==> config.mk <==
export PLATFORM = sky130hd
export DESIGN_NAME = pulse_count_level_meter_top_flat
export DESIGN_NICKNAME = d
export VERILOG_FILES = /design/src/rtl/core/pclm_pkg.sv /design/src/rtl/core/pclm_ifs.sv /design/src/rtl/core/pulse_count_level_meter_top.sv /design/src/flat_wrapper.sv
export SDC_FILE = /design/constraint.sdc
export NUM_CORES = 1
export LEC_CHECK = 0
export ABC_AREA = 1
export BUFFER_PORTS_ARGS = -buffer_cell sky130_fd_sc_hd__buf_2
export CAP_MARGIN = 10
export CORE_MARGIN = 2
export CORE_UTILIZATION = 41
export DETAILED_ROUTE_END_ITERATION = 7
export REMOVE_ABC_BUFFERS = 1
export SLEW_MARGIN = 25
export SYNTH_ARGS = -nofsm -noshare
export SYNTH_HDL_FRONTEND = slang
export SYNTH_SLANG_ARGS = --single-unit
==> constraint.sdc <==
create_clock -name clk -period 9.5 [get_ports clk]
set_clock_uncertainty 0.05 [all_clocks]
set_input_delay 2.375 -clock clk [delete_from_list [all_inputs] [get_ports clk]]
set_output_delay 2.375 -clock clk [all_outputs]
set_load 0.01 [all_outputs]
==> src/rtl/core/pclm_pkg.sv <==
// Shared widths, register map and constants of the pulse count level meter.
package pclm_pkg;

	localparam int COUNT_WIDTH_DEF  = 16;
	localparam int WINDOW_WIDTH_DEF = 20;

	localparam int CAL_W    = 16;   // dry / wet calibration counts
	localparam int WIN_W    = 20;   // window length register
	localparam int TOTAL_W  = 16;   // pulse_total field
	localparam int LEVEL_W  = 8;
	localparam int PCT_W    = 7;
	localparam int DUTY_W   = 8;
	localparam int APB_DW   = 32;
	localparam int APB_AW   = 4;

	localparam logic [WIN_W-1:0] WINDOW_RESET = 20'd100000;

	// register index, paddr[3:2]
	localparam logic [1:0] REG_DRY    = 2'd0;
	localparam logic [1:0] REG_WET    = 2'd1;
	localparam logic [1:0] REG_WINDOW = 2'd2;

	localparam logic [7:0] FULL       = 8'd255;
	localparam logic [7:0] LOW_LEVEL  = 8'd15;
	localparam logic [7:0] RED_SPAN   = 8'd70;
	localparam logic [7:0] YELLOW_TOP = 8'd140;
	localparam logic [7:0] GREEN_SPAN = 8'd115;
	localparam logic [7:0] PCT_SCALE  = 8'd100;

endpackage

==> src/rtl/core/pclm_ifs.sv <==
// Valid/ready channel interfaces: tick input and level result output.
interface pclm_in_if;
	logic valid;
	logic ready;
	logic pulse_end;

	modport source (output valid, output pulse_end, input ready);
	modport sink (input valid, input pulse_end, output ready);
endinterface

interface pclm_out_if;
	logic                         valid;
	logic                         ready;
	logic [pclm_pkg::TOTAL_W-1:0] pulse_total;
	logic [pclm_pkg::LEVEL_W-1:0] level;
	logic [pclm_pkg::PCT_W-1:0]   percent;
	logic [pclm_pkg::DUTY_W-1:0]  red_duty;
	logic [pclm_pkg::DUTY_W-1:0]  yellow_duty;
	logic [pclm_pkg::DUTY_W-1:0]  green_duty;
	logic                         red_blink;
	logic                         config_error;

	modport source (output valid, output pulse_total, output level, output percent,
		output red_duty, output yellow_duty, output green_duty, output red_blink,
		output config_error, input ready);
	modport sink (input valid, input pulse_total, input level, input percent,
		input red_duty, input yellow_duty, input green_duty, input red_blink,
		input config_error, output ready);
endinterface

==> src/rtl/core/pulse_count_level_meter_top.sv <==
// Pulse count level meter: window counter, shared divider and result register.
//
// Usage:
//  - in_ch carries one item per microsecond tick; pulse_end flags a finished
//    oscillator pulse. Pulses are counted (saturating) over window_ticks ticks.
//  - The tick that closes a window yields one item on out_ch: pulse total,
//    level 0..255, percent, red/yellow/green lamp duties, low-level blink
//    request and a calibration error flag (wet > dry).
//  - APB port: 0x0 dry_count, 0x4 wet_count, 0x8 window_ticks. pready is tied
//    high; write only while the block is idle.
// Timing:
//  - Ordinary ticks are taken back to back.
//  - A window-closing tick runs a short sequence through one shared 8-step
//    restoring divider (level, percent, lamp duty); in_ch.ready stays low until
//    the result is handed to the output register.
//  - The result moves into an output register, so counting resumes while it
//    waits; ticks stall again only once the next result is done and still full.
// Reset: counters clear, window_ticks returns to 100000, calibration to 0,
//  no result is pending.
module pulse_count_level_meter_top #(
	parameter int COUNT_WIDTH  = pclm_pkg::COUNT_WIDTH_DEF,
	parameter int WINDOW_WIDTH = pclm_pkg::WINDOW_WIDTH_DEF
) (
	input  logic                        clk,
	input  logic                        arst_n,
	pclm_in_if.sink                     in_ch,
	pclm_out_if.source                  out_ch,
	input  logic                        psel,
	input  logic                        penable,
	input  logic                        pwrite,
	input  logic [pclm_pkg::APB_AW-1:0] paddr,
	input  logic [pclm_pkg::APB_DW-1:0] pwdata,
	output logic [pclm_pkg::APB_DW-1:0] prdata,
	output logic                        pready
);

	// window compare width: wide enough for both the register and the counter
	localparam int WCMP = (WINDOW_WIDTH > pclm_pkg::WIN_W) ? WINDOW_WIDTH : pclm_pkg::WIN_W;

	localparam logic [1:0] REG_DRY_IDX = pclm_pkg::REG_DRY;
	localparam logic [1:0] REG_WET_IDX = pclm_pkg::REG_WET;
	localparam logic [1:0] REG_WIN_IDX = pclm_pkg::REG_WINDOW;

	typedef enum logic [6:0] {
		ST_IDLE = 7'b0000001,
		ST_LSET = 7'b0000010,
		ST_LDIV = 7'b0000100,
		ST_PSET = 7'b0001000,
		ST_PDIV = 7'b0010000,
		ST_CSET = 7'b0100000,
		ST_CDIV = 7'b1000000
	} state_t;

	typedef enum logic [2:0] {
		LAMP_RED = 3'b001,
		LAMP_YEL = 3'b010,
		LAMP_GRN = 3'b100
	} lamp_t;

	// DONE is folded in as the idle-with-result-pending case below
	logic                        done_q;

	state_t                      state_q;
	lamp_t                       lamp_q;

	// configuration
	logic [pclm_pkg::CAL_W-1:0]  dry_q;
	logic [pclm_pkg::CAL_W-1:0]  wet_q;
	logic [pclm_pkg::WIN_W-1:0]  win_q;

	// window counters
	logic [WINDOW_WIDTH-1:0]     tick_q;
	logic [COUNT_WIDTH-1:0]      pulse_q;
	logic [COUNT_WIDTH-1:0]      total_q;

	// working result
	logic [7:0]                  level_q;
	logic [6:0]                  pct_q;
	logic [7:0]                  red_q;
	logic [7:0]                  yel_q;
	logic [7:0]                  grn_q;
	logic                        blink_q;
	logic                        err_q;

	// output register
	logic                        ovalid_q;
	logic [15:0]                 otot_q;
	logic [7:0]                  olevel_q;
	logic [6:0]                  opct_q;
	logic [7:0]                  ored_q;
	logic [7:0]                  oyel_q;
	logic [7:0]                  ogrn_q;
	logic                        oblink_q;
	logic                        oerr_q;

	// shared divider: 24-bit dividend, 16-bit divisor, 8-bit quotient
	logic [15:0]                 rem_q;
	logic [7:0]                  low_q;
	logic [15:0]                 dvs_q;
	logic [7:0]                  quo_q;
	logic [2:0]                  dcnt_q;

	logic                        cfg_wr;
	logic                        in_acc;
	logic                        out_free;
	logic [COUNT_WIDTH-1:0]      cnt_inc;
	logic [WCMP-1:0]             win_ext;
	logic [WCMP-1:0]             win_max;
	logic [WCMP-1:0]             win_eff;
	logic [WCMP-1:0]             tick_inc;
	logic                        win_end;
	logic [31:0]                 total_ext;
	logic [15:0]                 num;
	logic [15:0]                 den;
	logic                        cal_err;
	logic                        lvl_by_div;
	logic                        lvl_low;
	lamp_t                       lamp_sel;
	logic [7:0]                  lvl_off;
	logic [7:0]                  lamp_span;
	logic                        div_ld;
	logic                        div_step;
	logic                        div_done;
	logic [23:0]                 div_n;
	logic [15:0]                 div_d;
	logic [16:0]                 dtrial;
	logic [16:0]                 ddiff;
	logic                        dge;
	logic [15:0]                 rem_next;
	logic [7:0]                  quo_next;

	// ---------------- configuration port ----------------
	assign pready = 1'b1;
	assign cfg_wr = psel & penable & pwrite;

	always_comb begin
		unique case (paddr[3:2])
			REG_DRY_IDX: prdata = 32'(dry_q);
			REG_WET_IDX: prdata = 32'(wet_q);
			REG_WIN_IDX: prdata = 32'(win_q);
			default:     prdata = '0;
		endcase
	end

	always_ff @(posedge clk or negedge arst_n) begin
		if (!arst_n) begin
			dry_q <= '0;
			wet_q <= '0;
			win_q <= pclm_pkg::WINDOW_RESET;
		end else if (cfg_wr) begin
			unique case (paddr[3:2])
				REG_DRY_IDX: dry_q <= pwdata[pclm_pkg::CAL_W-1:0];
				REG_WET_IDX: wet_q <= pwdata[pclm_pkg::CAL_W-1:0];
				REG_WIN_IDX: win_q <= pwdata[pclm_pkg::WIN_W-1:0];
				default: ;
			endcase
		end
	end

	// ---------------- window counting ----------------
	assign in_ch.ready = (state_q == ST_IDLE) && !done_q;
	assign in_acc      = in_ch.valid & in_ch.ready;

	assign cnt_inc = (in_ch.pulse_end && (pulse_q != {COUNT_WIDTH{1'b1}}))
		? pulse_q + COUNT_WIDTH'(1) : pulse_q;

	// zero window acts as one; a window beyond the counter clamps to its max
	assign win_ext  = WCMP'(win_q);
	assign win_max  = WCMP'({WINDOW_WIDTH{1'b1}});
	assign win_eff  = (win_ext == '0) ? WCMP'(1) : ((win_ext > win_max) ? win_max : win_ext);
	assign tick_inc = WCMP'(tick_q) + WCMP'(1);
	assign win_end  = (tick_inc >= win_eff);

	// ---------------- level operands ----------------
	assign total_ext  = 32'(total_q);
	assign cal_err    = (wet_q > dry_q);
	assign num        = (32'(dry_q) > total_ext) ? (dry_q - total_ext[15:0]) : '0;
	assign den        = dry_q - wet_q;
	// num < den keeps the quotient below 255; otherwise level saturates
	assign lvl_by_div = (num < den);

	always_comb begin
		lvl_low   = 1'b0;
		lamp_sel  = LAMP_RED;
		lvl_off   = level_q;
		lamp_span = pclm_pkg::RED_SPAN;
		if (level_q <= pclm_pkg::LOW_LEVEL) begin
			lvl_low = 1'b1;
		end else if (level_q <= pclm_pkg::RED_SPAN) begin
			lamp_sel = LAMP_RED;
		end else if (level_q <= pclm_pkg::YELLOW_TOP) begin
			lamp_sel = LAMP_YEL;
			lvl_off  = level_q - pclm_pkg::RED_SPAN;
		end else begin
			lamp_sel  = LAMP_GRN;
			lvl_off   = level_q - pclm_pkg::YELLOW_TOP;
			lamp_span = pclm_pkg::GREEN_SPAN;
		end
	end

	// ---------------- shared divider ----------------
	always_comb begin
		div_ld = 1'b0;
		div_n  = '0;
		div_d  = '0;
		unique case (state_q)
			ST_LSET: begin
				div_ld = !cal_err && lvl_by_div;
				div_n  = {num, 8'd0} - 24'(num);
				div_d  = den;
			end
			ST_PSET: begin
				div_ld = 1'b1;
				div_n  = 24'(level_q) * 24'(pclm_pkg::PCT_SCALE);
				div_d  = 16'(pclm_pkg::FULL);
			end
			ST_CSET: begin
				div_ld = !lvl_low;
				div_n  = {8'd0, lvl_off, 8'd0} - 24'(lvl_off);
				div_d  = 16'(lamp_span);
			end
			default: ;
		endcase
	end

	assign div_step = (state_q == ST_LDIV) || (state_q == ST_PDIV) || (state_q == ST_CDIV);
	assign div_done = div_step && (dcnt_q == 3'd7);
	assign dtrial   = {rem_q, low_q[7]};
	assign ddiff    = dtrial - {1'b0, dvs_q};
	assign dge      = (dtrial >= {1'b0, dvs_q});
	assign rem_next = dge ? ddiff[15:0] : dtrial[15:0];
	assign quo_next = {quo_q[6:0], dge};

	// ---------------- sequencer ----------------
	assign out_free = !ovalid_q || out_ch.ready;

	always_ff @(posedge clk or negedge arst_n) begin
		if (!arst_n) begin
			state_q  <= ST_IDLE;
			done_q   <= 1'b0;
			ovalid_q <= 1'b0;
			tick_q   <= '0;
			pulse_q  <= '0;
			dcnt_q   <= '0;
			lamp_q   <= LAMP_RED;
		end else begin
			if (div_ld) begin
				dcnt_q <= '0;
			end else if (div_step) begin
				dcnt_q <= dcnt_q + 3'd1;
			end

			if (done_q && out_free) begin
				ovalid_q <= 1'b1;
				done_q   <= 1'b0;
			end else if (out_ch.ready) begin
				ovalid_q <= 1'b0;
			end

			unique case (state_q)
				ST_IDLE: begin
					if (in_acc) begin
						if (win_end) begin
							tick_q  <= '0;
							pulse_q <= '0;
							state_q <= ST_LSET;
						end else begin
							tick_q  <= tick_inc[WINDOW_WIDTH-1:0];
							pulse_q <= cnt_inc;
						end
					end
				end
				ST_LSET: begin
					if (cal_err) begin
						done_q  <= 1'b1;
						state_q <= ST_IDLE;
					end else if (lvl_by_div) begin
						state_q <= ST_LDIV;
					end else begin
						state_q <= ST_PSET;
					end
				end
				ST_LDIV: if (div_done) state_q <= ST_PSET;
				ST_PSET: state_q <= ST_PDIV;
				ST_PDIV: if (div_done) state_q <= ST_CSET;
				ST_CSET: begin
					lamp_q <= lamp_sel;
					if (lvl_low) begin
						done_q  <= 1'b1;
						state_q <= ST_IDLE;
					end else begin
						state_q <= ST_CDIV;
					end
				end
				ST_CDIV: begin
					if (div_done) begin
						done_q  <= 1'b1;
						state_q <= ST_IDLE;
					end
				end
				default: state_q <= ST_IDLE;
			endcase
		end
	end

	// ---------------- datapath ----------------
	always_ff @(posedge clk) begin
		if (div_ld) begin
			rem_q <= div_n[23:8];
			low_q <= div_n[7:0];
			dvs_q <= div_d;
			quo_q <= '0;
		end else if (div_step) begin
			rem_q <= rem_next;
			low_q <= {low_q[6:0], 1'b0};
			quo_q <= quo_next;
		end

		if (done_q && out_free) begin
			otot_q   <= total_ext[15:0];
			olevel_q <= level_q;
			opct_q   <= pct_q;
			ored_q   <= red_q;
			oyel_q   <= yel_q;
			ogrn_q   <= grn_q;
			oblink_q <= blink_q;
			oerr_q   <= err_q;
		end

		unique case (state_q)
			ST_IDLE: if (in_acc && win_end) total_q <= cnt_inc;
			ST_LSET: begin
				err_q   <= cal_err;
				blink_q <= 1'b0;
				pct_q   <= '0;
				red_q   <= '0;
				yel_q   <= '0;
				grn_q   <= '0;
				if (cal_err) begin
					level_q <= '0;
				end else if (!lvl_by_div) begin
					level_q <= (num != '0) ? pclm_pkg::FULL : 8'd0;
				end
			end
			ST_LDIV: if (div_done) level_q <= quo_next;
			ST_PDIV: if (div_done) pct_q <= quo_next[6:0];
			ST_CSET: begin
				if (lvl_low) begin
					blink_q <= 1'b1;
				end else begin
					red_q <= (lamp_sel != LAMP_RED) ? pclm_pkg::FULL : 8'd0;
					yel_q <= (lamp_sel == LAMP_GRN) ? pclm_pkg::FULL : 8'd0;
				end
			end
			ST_CDIV: begin
				if (div_done) begin
					unique case (lamp_q)
						LAMP_RED: red_q <= quo_next;
						LAMP_YEL: yel_q <= quo_next;
						LAMP_GRN: grn_q <= quo_next;
						default: ;
					endcase
				end
			end
			default: ;
		endcase
	end

	// ---------------- output channel ----------------
	assign out_ch.valid        = ovalid_q;
	assign out_ch.pulse_total  = otot_q;
	assign out_ch.level        = olevel_q;
	assign out_ch.percent      = opct_q;
	assign out_ch.red_duty     = ored_q;
	assign out_ch.yellow_duty  = oyel_q;
	assign out_ch.green_duty   = ogrn_q;
	assign out_ch.red_blink    = oblink_q;
	assign out_ch.config_error = oerr_q;

endmodule

==> src/flat_wrapper.sv <==
// flat-port wrapper written by rule: the top's interface ports become plain ports
module pulse_count_level_meter_top_flat 
#(
	parameter int COUNT_WIDTH  = pclm_pkg::COUNT_WIDTH_DEF,
	parameter int WINDOW_WIDTH = pclm_pkg::WINDOW_WIDTH_DEF
)
  (clk, arst_n, psel, penable, pwrite, paddr, pwdata, prdata, pready, in_ch_valid, in_ch_pulse_end, in_ch_ready, out_ch_valid, out_ch_pulse_total, out_ch_level, out_ch_percent, out_ch_red_duty, out_ch_yellow_duty, out_ch_green_duty, out_ch_red_blink, out_ch_config_error, out_ch_ready);
  pclm_in_if in_ch_i ();
  pclm_out_if out_ch_i ();
  input  logic clk;
  input  logic arst_n;
  input  logic psel;
  input  logic penable;
  input  logic pwrite;
  input  logic [pclm_pkg::APB_AW-1:0] paddr;
  input  logic [pclm_pkg::APB_DW-1:0] pwdata;
  output logic [pclm_pkg::APB_DW-1:0] prdata;
  output logic pready;
  input wire logic [$bits(in_ch_i.valid)-1:0] in_ch_valid;
  input wire logic [$bits(in_ch_i.pulse_end)-1:0] in_ch_pulse_end;
  output wire logic [$bits(in_ch_i.ready)-1:0] in_ch_ready;
  output wire logic [$bits(out_ch_i.valid)-1:0] out_ch_valid;
  output wire logic [$bits(out_ch_i.pulse_total)-1:0] out_ch_pulse_total;
  output wire logic [$bits(out_ch_i.level)-1:0] out_ch_level;
  output wire logic [$bits(out_ch_i.percent)-1:0] out_ch_percent;
  output wire logic [$bits(out_ch_i.red_duty)-1:0] out_ch_red_duty;
  output wire logic [$bits(out_ch_i.yellow_duty)-1:0] out_ch_yellow_duty;
  output wire logic [$bits(out_ch_i.green_duty)-1:0] out_ch_green_duty;
  output wire logic [$bits(out_ch_i.red_blink)-1:0] out_ch_red_blink;
  output wire logic [$bits(out_ch_i.config_error)-1:0] out_ch_config_error;
  input wire logic [$bits(out_ch_i.ready)-1:0] out_ch_ready;
  assign in_ch_i.valid = in_ch_valid;
  assign in_ch_i.pulse_end = in_ch_pulse_end;
  assign in_ch_ready = in_ch_i.ready;
  assign out_ch_valid = out_ch_i.valid;
  assign out_ch_pulse_total = out_ch_i.pulse_total;
  assign out_ch_level = out_ch_i.level;
  assign out_ch_percent = out_ch_i.percent;
  assign out_ch_red_duty = out_ch_i.red_duty;
  assign out_ch_yellow_duty = out_ch_i.yellow_duty;
  assign out_ch_green_duty = out_ch_i.green_duty;
  assign out_ch_red_blink = out_ch_i.red_blink;
  assign out_ch_config_error = out_ch_i.config_error;
  assign out_ch_i.ready = out_ch_ready;
  pulse_count_level_meter_top #(.COUNT_WIDTH(COUNT_WIDTH), .WINDOW_WIDTH(WINDOW_WIDTH)) u_core (.clk(clk), .arst_n(arst_n), .in_ch(in_ch_i), .out_ch(out_ch_i), .psel(psel), .penable(penable), .pwrite(pwrite), .paddr(paddr), .pwdata(pwdata), .prdata(prdata), .pready(pready));
endmodule
* Word-level counts from Yosys, hierarchy flattened
Cells that the tools add are included.
Word-level totals: register bits 264, bits of input ports 44, output and inout bits 92, word-level logic and storage cells 180
Operators by class: add/subtract/negate cells 10, multipliers 1, order comparisons 9, equality and inequality tests 27, multiplexer cells 65, bitwise gates (word level) 3, reduce and logical (&&, ||, !) cells 35
Operator list (count):
- $mux W8 | 21
- $mux W16 | 6
- $pmux W24 S3 | 1
- $mux W20 | 3
- $pmux W20 S3 | 1
- $mux W7 | 8
- $pmux W7 S7 | 1
- $pmux W16 S3 | 1
- $pmux W8 S3 | 2
- $sub A16 B16 Y16 | 3
- $gt A16 B16 Y1 | 2
- $pmux W8 S2 | 2
- $sub A24 B16 Y24 | 1
- $add A20 B1 Y20 const B | 1
- $ge A20 B20 Y1 | 1
- $gt A20 B20 Y1 const B | 1
- $logic_not A20 Y1 | 1
- $ge A17 B16 Y1 | 1
- $sub A16 B8 Y17 | 1
- $add A16 B1 Y16 const B | 1
- $lt A16 B16 Y1 | 1
- $ne A16 B16 Y1 const B | 1
- $reduce_bool A16 Y1 | 1
- $mux W3 | 5
- other kinds (40) | 83

* Depth between registers and ports, before layout
word-level depth 8, mapped depth 30, gate-level depth less buffers 28

* Worst setup path after synthesis
OpenSTA, ideal clock, no wires.
kind input to register, from input port out_ch_ready, to register u_core.oerr_q, in the netlist u_core.out_ch.config_error (enable), library setup time 0.491 ns, arrival 5.175 ns, data required time 8.959 ns, path slack 3.785 ns, stages 2, path buffers 0, cell sequence inv_1 -> a21oi_1
Between the ends: longest elaborated chain between the ends 2
Ends and longest elaborated chain:
- start, declared | line flat_wrapper.sv:31 | input wire logic [$bits(out_ch_i.ready)-1:0] out_ch_ready;
- $logic_or A1 B1 Y1 | line pulse_count_level_meter_top.sv:235 | assign out_free = !ovalid_q || out_ch.ready;
- $logic_and A1 B1 Y1 | line pulse_count_level_meter_top.sv:319 | if (done_q && out_free) begin
- end signal, assigned | line pulse_count_level_meter_top.sv:327 | oerr_q <= err_q;
- end, declared | line pulse_count_level_meter_top.sv:94 | logic oerr_q;
Every way passes these cells. A chain may end at the register's enable or synchronous reset.

* Final worst setup path
from input port paddr[3] (netlist bit), to output port prdata[14] (netlist bit)
Between the ends: longest elaborated chain between the ends 2, elaborated cells between the ends (all ways) 4, those cells by class eq/ne: 2; mux: 1; reduce/logical: 1
Ends and longest elaborated chain:
- start, declared | line flat_wrapper.sv:15 | input logic [pclm_pkg::APB_AW-1:0] paddr;
- $eq A2 B2 Y1, or another cell as far along | line pulse_count_level_meter_top.sv:137 | unique case (paddr[3:2])
- $pmux W20 S3 * | line pulse_count_level_meter_top.sv:137
- end, declared | line flat_wrapper.sv:17 | output logic [pclm_pkg::APB_DW-1:0] prdata;
Every way passes the cells marked *; elsewhere a longest branch is shown, timed or not.

==> flow_summary_export.csv <==
group,metric,value,unit
clock_tree,cts.repair.resized,0,
timing,drv_slew,0,
timing,setup_violations,0,
synth,synth_seq_cells,264,
routing,wl,43.4,mm
synth,synth_edf_count,154,
power,pwr_density_cell,208,mW/mm^2
routing,remaining_drc_errors,0,
final_layout,utilization,0.464,
placement,post-dp-hpwl,33.4,mm
setup_path,start_kind,"input pin",
die,rows,74,
setup_path,regToRegSetupSlack,4.31,ns
timing,period_share,0.625,
timing,finalSetupTns,0,ns
clock_tree,htreeDepth,1,
timing,slew_headroom,0.342,
synth,yosys_warnings,0,
die,top_level_ports,136,
clock_tree,post_cts_buffers,0,
die,placeableCoreArea,0.0407,sq mm
clock_tree,cts_tree,"built",
final_layout,antennaDiodeCount,0,
clock_tree,cts_root_buffer,"clkbuf_16",
grt,grtUsageTotal,0.206,
clock_tree,cts_buffers,30,
routing,drt_iter0_drc,839,
grt,grt_pass1_wl,69.5,mm
flow_run,max_cap_viol_count,0,
die,dieArea,0.0428,sq mm
timing,grt_setup_unrepaired,"false",
synth,ys_async_sr_fraction,0.390,
synth,ys_types,57,
die,fp.dieH,207,microns
final_layout,syn_to_final_growth,12.1,%
clock_tree,ctsHoldBuffers,0,
outcome,status,"complete, no violations",
routing,num_vias,13700,
timing,max_freq,168,MHz
clock_tree,numClockSinks,264,
die,start_util,0.414,
setup_path,arrival,3.52,ns
routing,ant_nets,0,
final_layout,drive_gt1_frac,0.0948,
clock_tree,clkLatencyLatePin,0.59,ns
grt,grt_overflow_total,0,
synth,syn-cell-area,0.0169,sq mm
routing,dr.pass1.iters,5,
die,die_x,207,microns
setup_path,cp_num_buf_inv,4,
setup_path,cp.required,7.08,ns
routing,wl_per_cell,15.9,microns
timing,tightest_slew,0.985,ns
placement,place_ws,3.56,ns
timing,setup_ws,3.56,ns
placement,routabilityCongestion,0.909,
grt,grt_antenna_before_repair,0,
setup_path,cpPeakStageDelay,0.46,ns
timing,fin_crit,5.94,ns
setup_path,worst-setup-path-type,"input pin to output port",
synth,yosysSeqAreaShare,0.436,
setup_path,cp_top_family,"buffers and inverters",
power,ir_drop,0.000147,V
hold_path,min_path_type,"flop to flop",
placement,port_buffers,108,
setup_path,slowest_stage,"inv_1",
synth,synthFlopType,"edfxtp_1",
synth,avgSynthCellArea,8.13,sq um
setup_path,end_kind,"output port",
timing,final_hold_viol_count,0,
routing,viasPerCell,5.04,
setup_path,crit_path_cell_trace,"buf_2, inv_1, nor2_1, inv_1, o221ai_1, buf_2",
clock_tree,cts_buffer_depth,3,
final_layout,nets,2355,
power,cellLeakagePower,9.35,nW
clock_tree,clkSlewWorstSetupHoldPaths,0.06,ns
grt,grt_max_degree,58,
setup_path,crit_fanout,20,
grt,grt_pass1_vias,13300,
synth,syn_inst,2074,
[metal layers]
metal	global-route usage	wire [microns]
met1	0.272	19600
met2	0.356	20800
met3	0.0268	1800
met4	0.0565	1120
met5	0	0
[area by class of cell]
class | count | area (sq um)
Clock buffer | 34 | 766
Clock inverter | 22 | 240
Fill cell | 3971 | 21800
Inverter | 327 | 1230
Multi-Input combinational cell | 1435 | 8060
Sequential cell | 264 | 7350
Tap cell | 532 | 666
Timing Repair Buffer | 113 | 581
[final timing paths]
check                                start                     endpoint  depth (start not counted)
min in group asynchronous           arst_n           u_core.win_ext[14]                          1
setup reg to reg           u_core.dry_q[0]             u_core.rem_q[14]                         27
max in group asynchronous           arst_n              u_core.wet_q[6]                          2
hold / removal             u_core.grn_q[3]  u_core.out_ch.green_duty[3]                          0
setup / recovery                  paddr[3]                   prdata[14]                          6
hold reg to reg            u_core.grn_q[3]  u_core.out_ch.green_duty[3]                          0
[stage by stage]
step	area [sq um]	hold WS, ns	std cells	power, mW
CTS	18900	0.366	2727	3.95
global placement	17900	0.354	2671	2.74
finish	18900	0.366	2727	3.93
floorplan	16600	0.350	2026	2.41
global route	18900	0.371	2727	4.22
detailed placement	17900	0.355	2671	2.78
[kinds of logic (layout without fill, tap and decap cells)]
kind of cell,after synthesis,after routing,synth area share
multiplexers,1,1,0.000594
buffers and inverters,386,496,0.0907
adder cells (fa/ha/maj),140,140,0.107
flip-flops,264,264,0.436
AND/OR/NAND/NOR,881,881,0.219
other,2,13,0.000445
AO/OA/AOI/OAI,336,336,0.113
XOR/XNOR,64,64,0.0332
[cells in the final DEF, fill, tap and decap left out, types with 7 or more instances in the layout]
| cell type | n |
|---|---|
| nand2_1 | 525 |
| inv_1 | 319 |
| nor2_1 | 162 |
| o21ai_0 | 157 |
| edfxtp_1 | 154 |
| ha_1 | 134 |
| buf_2 | 107 |
| nand3_1 | 103 |
| dfrtp_1 | 95 |
| a21oi_1 | 85 |
| xor2_1 | 43 |
| clkbuf_16 | 30 |
| nand4_1 | 29 |
| o22ai_1 | 24 |
| xnor2_1 | 21 |
| o221ai_1 | 18 |
| nor3_1 | 14 |
| conb_1 | 13 |
| or2_2 | 10 |
| clkinv_1 | 9 |
| nand3b_1 | 8 |
| o21ai_1 | 8 |
| dfstp_2 | 8 |
| clkinv_2 | 7 |
| dfxtp_1 | 7 |
[cell usage after synthesis (all sizes together), types with 29 or more instances]
library cell  count  share of area
a21oi            89          0.028
clkbuf           38         0.0085
dfrtp            95           0.14
edfxtp          154           0.27
ha              134          0.099
inv             326          0.073
nand2           533           0.12
nand3           105          0.032
nand4            29          0.011
nor2            171          0.040
o21ai           165          0.049
xor2             43          0.022
[registers in the layout, summed over array words and instances, names as in the netlist, 7 cells and up]
name and count:
u_core.yel_q 8, u_core.pct_q 7, u_core.pulse_q 16, u_core.wet_q 16, u_core.tick_q 20, u_core.out_ch.percent 7, u_core.grn_q 8, u_core.out_ch.yellow_duty 8
u_core.out_ch.red_duty 8, u_core.level_q 8, u_core.quo_q 7, u_core.win_ext 20, u_core.out_ch.level 8, u_core.rem_q 16, u_core.state_q 7, u_core.out_ch.pulse_total 16
u_core.out_ch.green_duty 8, u_core.total_q 16, u_core.dry_q 16, u_core.dvs_q 16, u_core.red_q 8, u_core.low_q 8
[report_power, final]
part | switching, mW | internal [mW] | total (mW)
registers | 0.101 | 1.34 | 1.44
logic | 0.872 | 0.458 | 1.33
clock network | 0.479 | 0.690 | 1.17
Power figures use the tool's default switching activity.
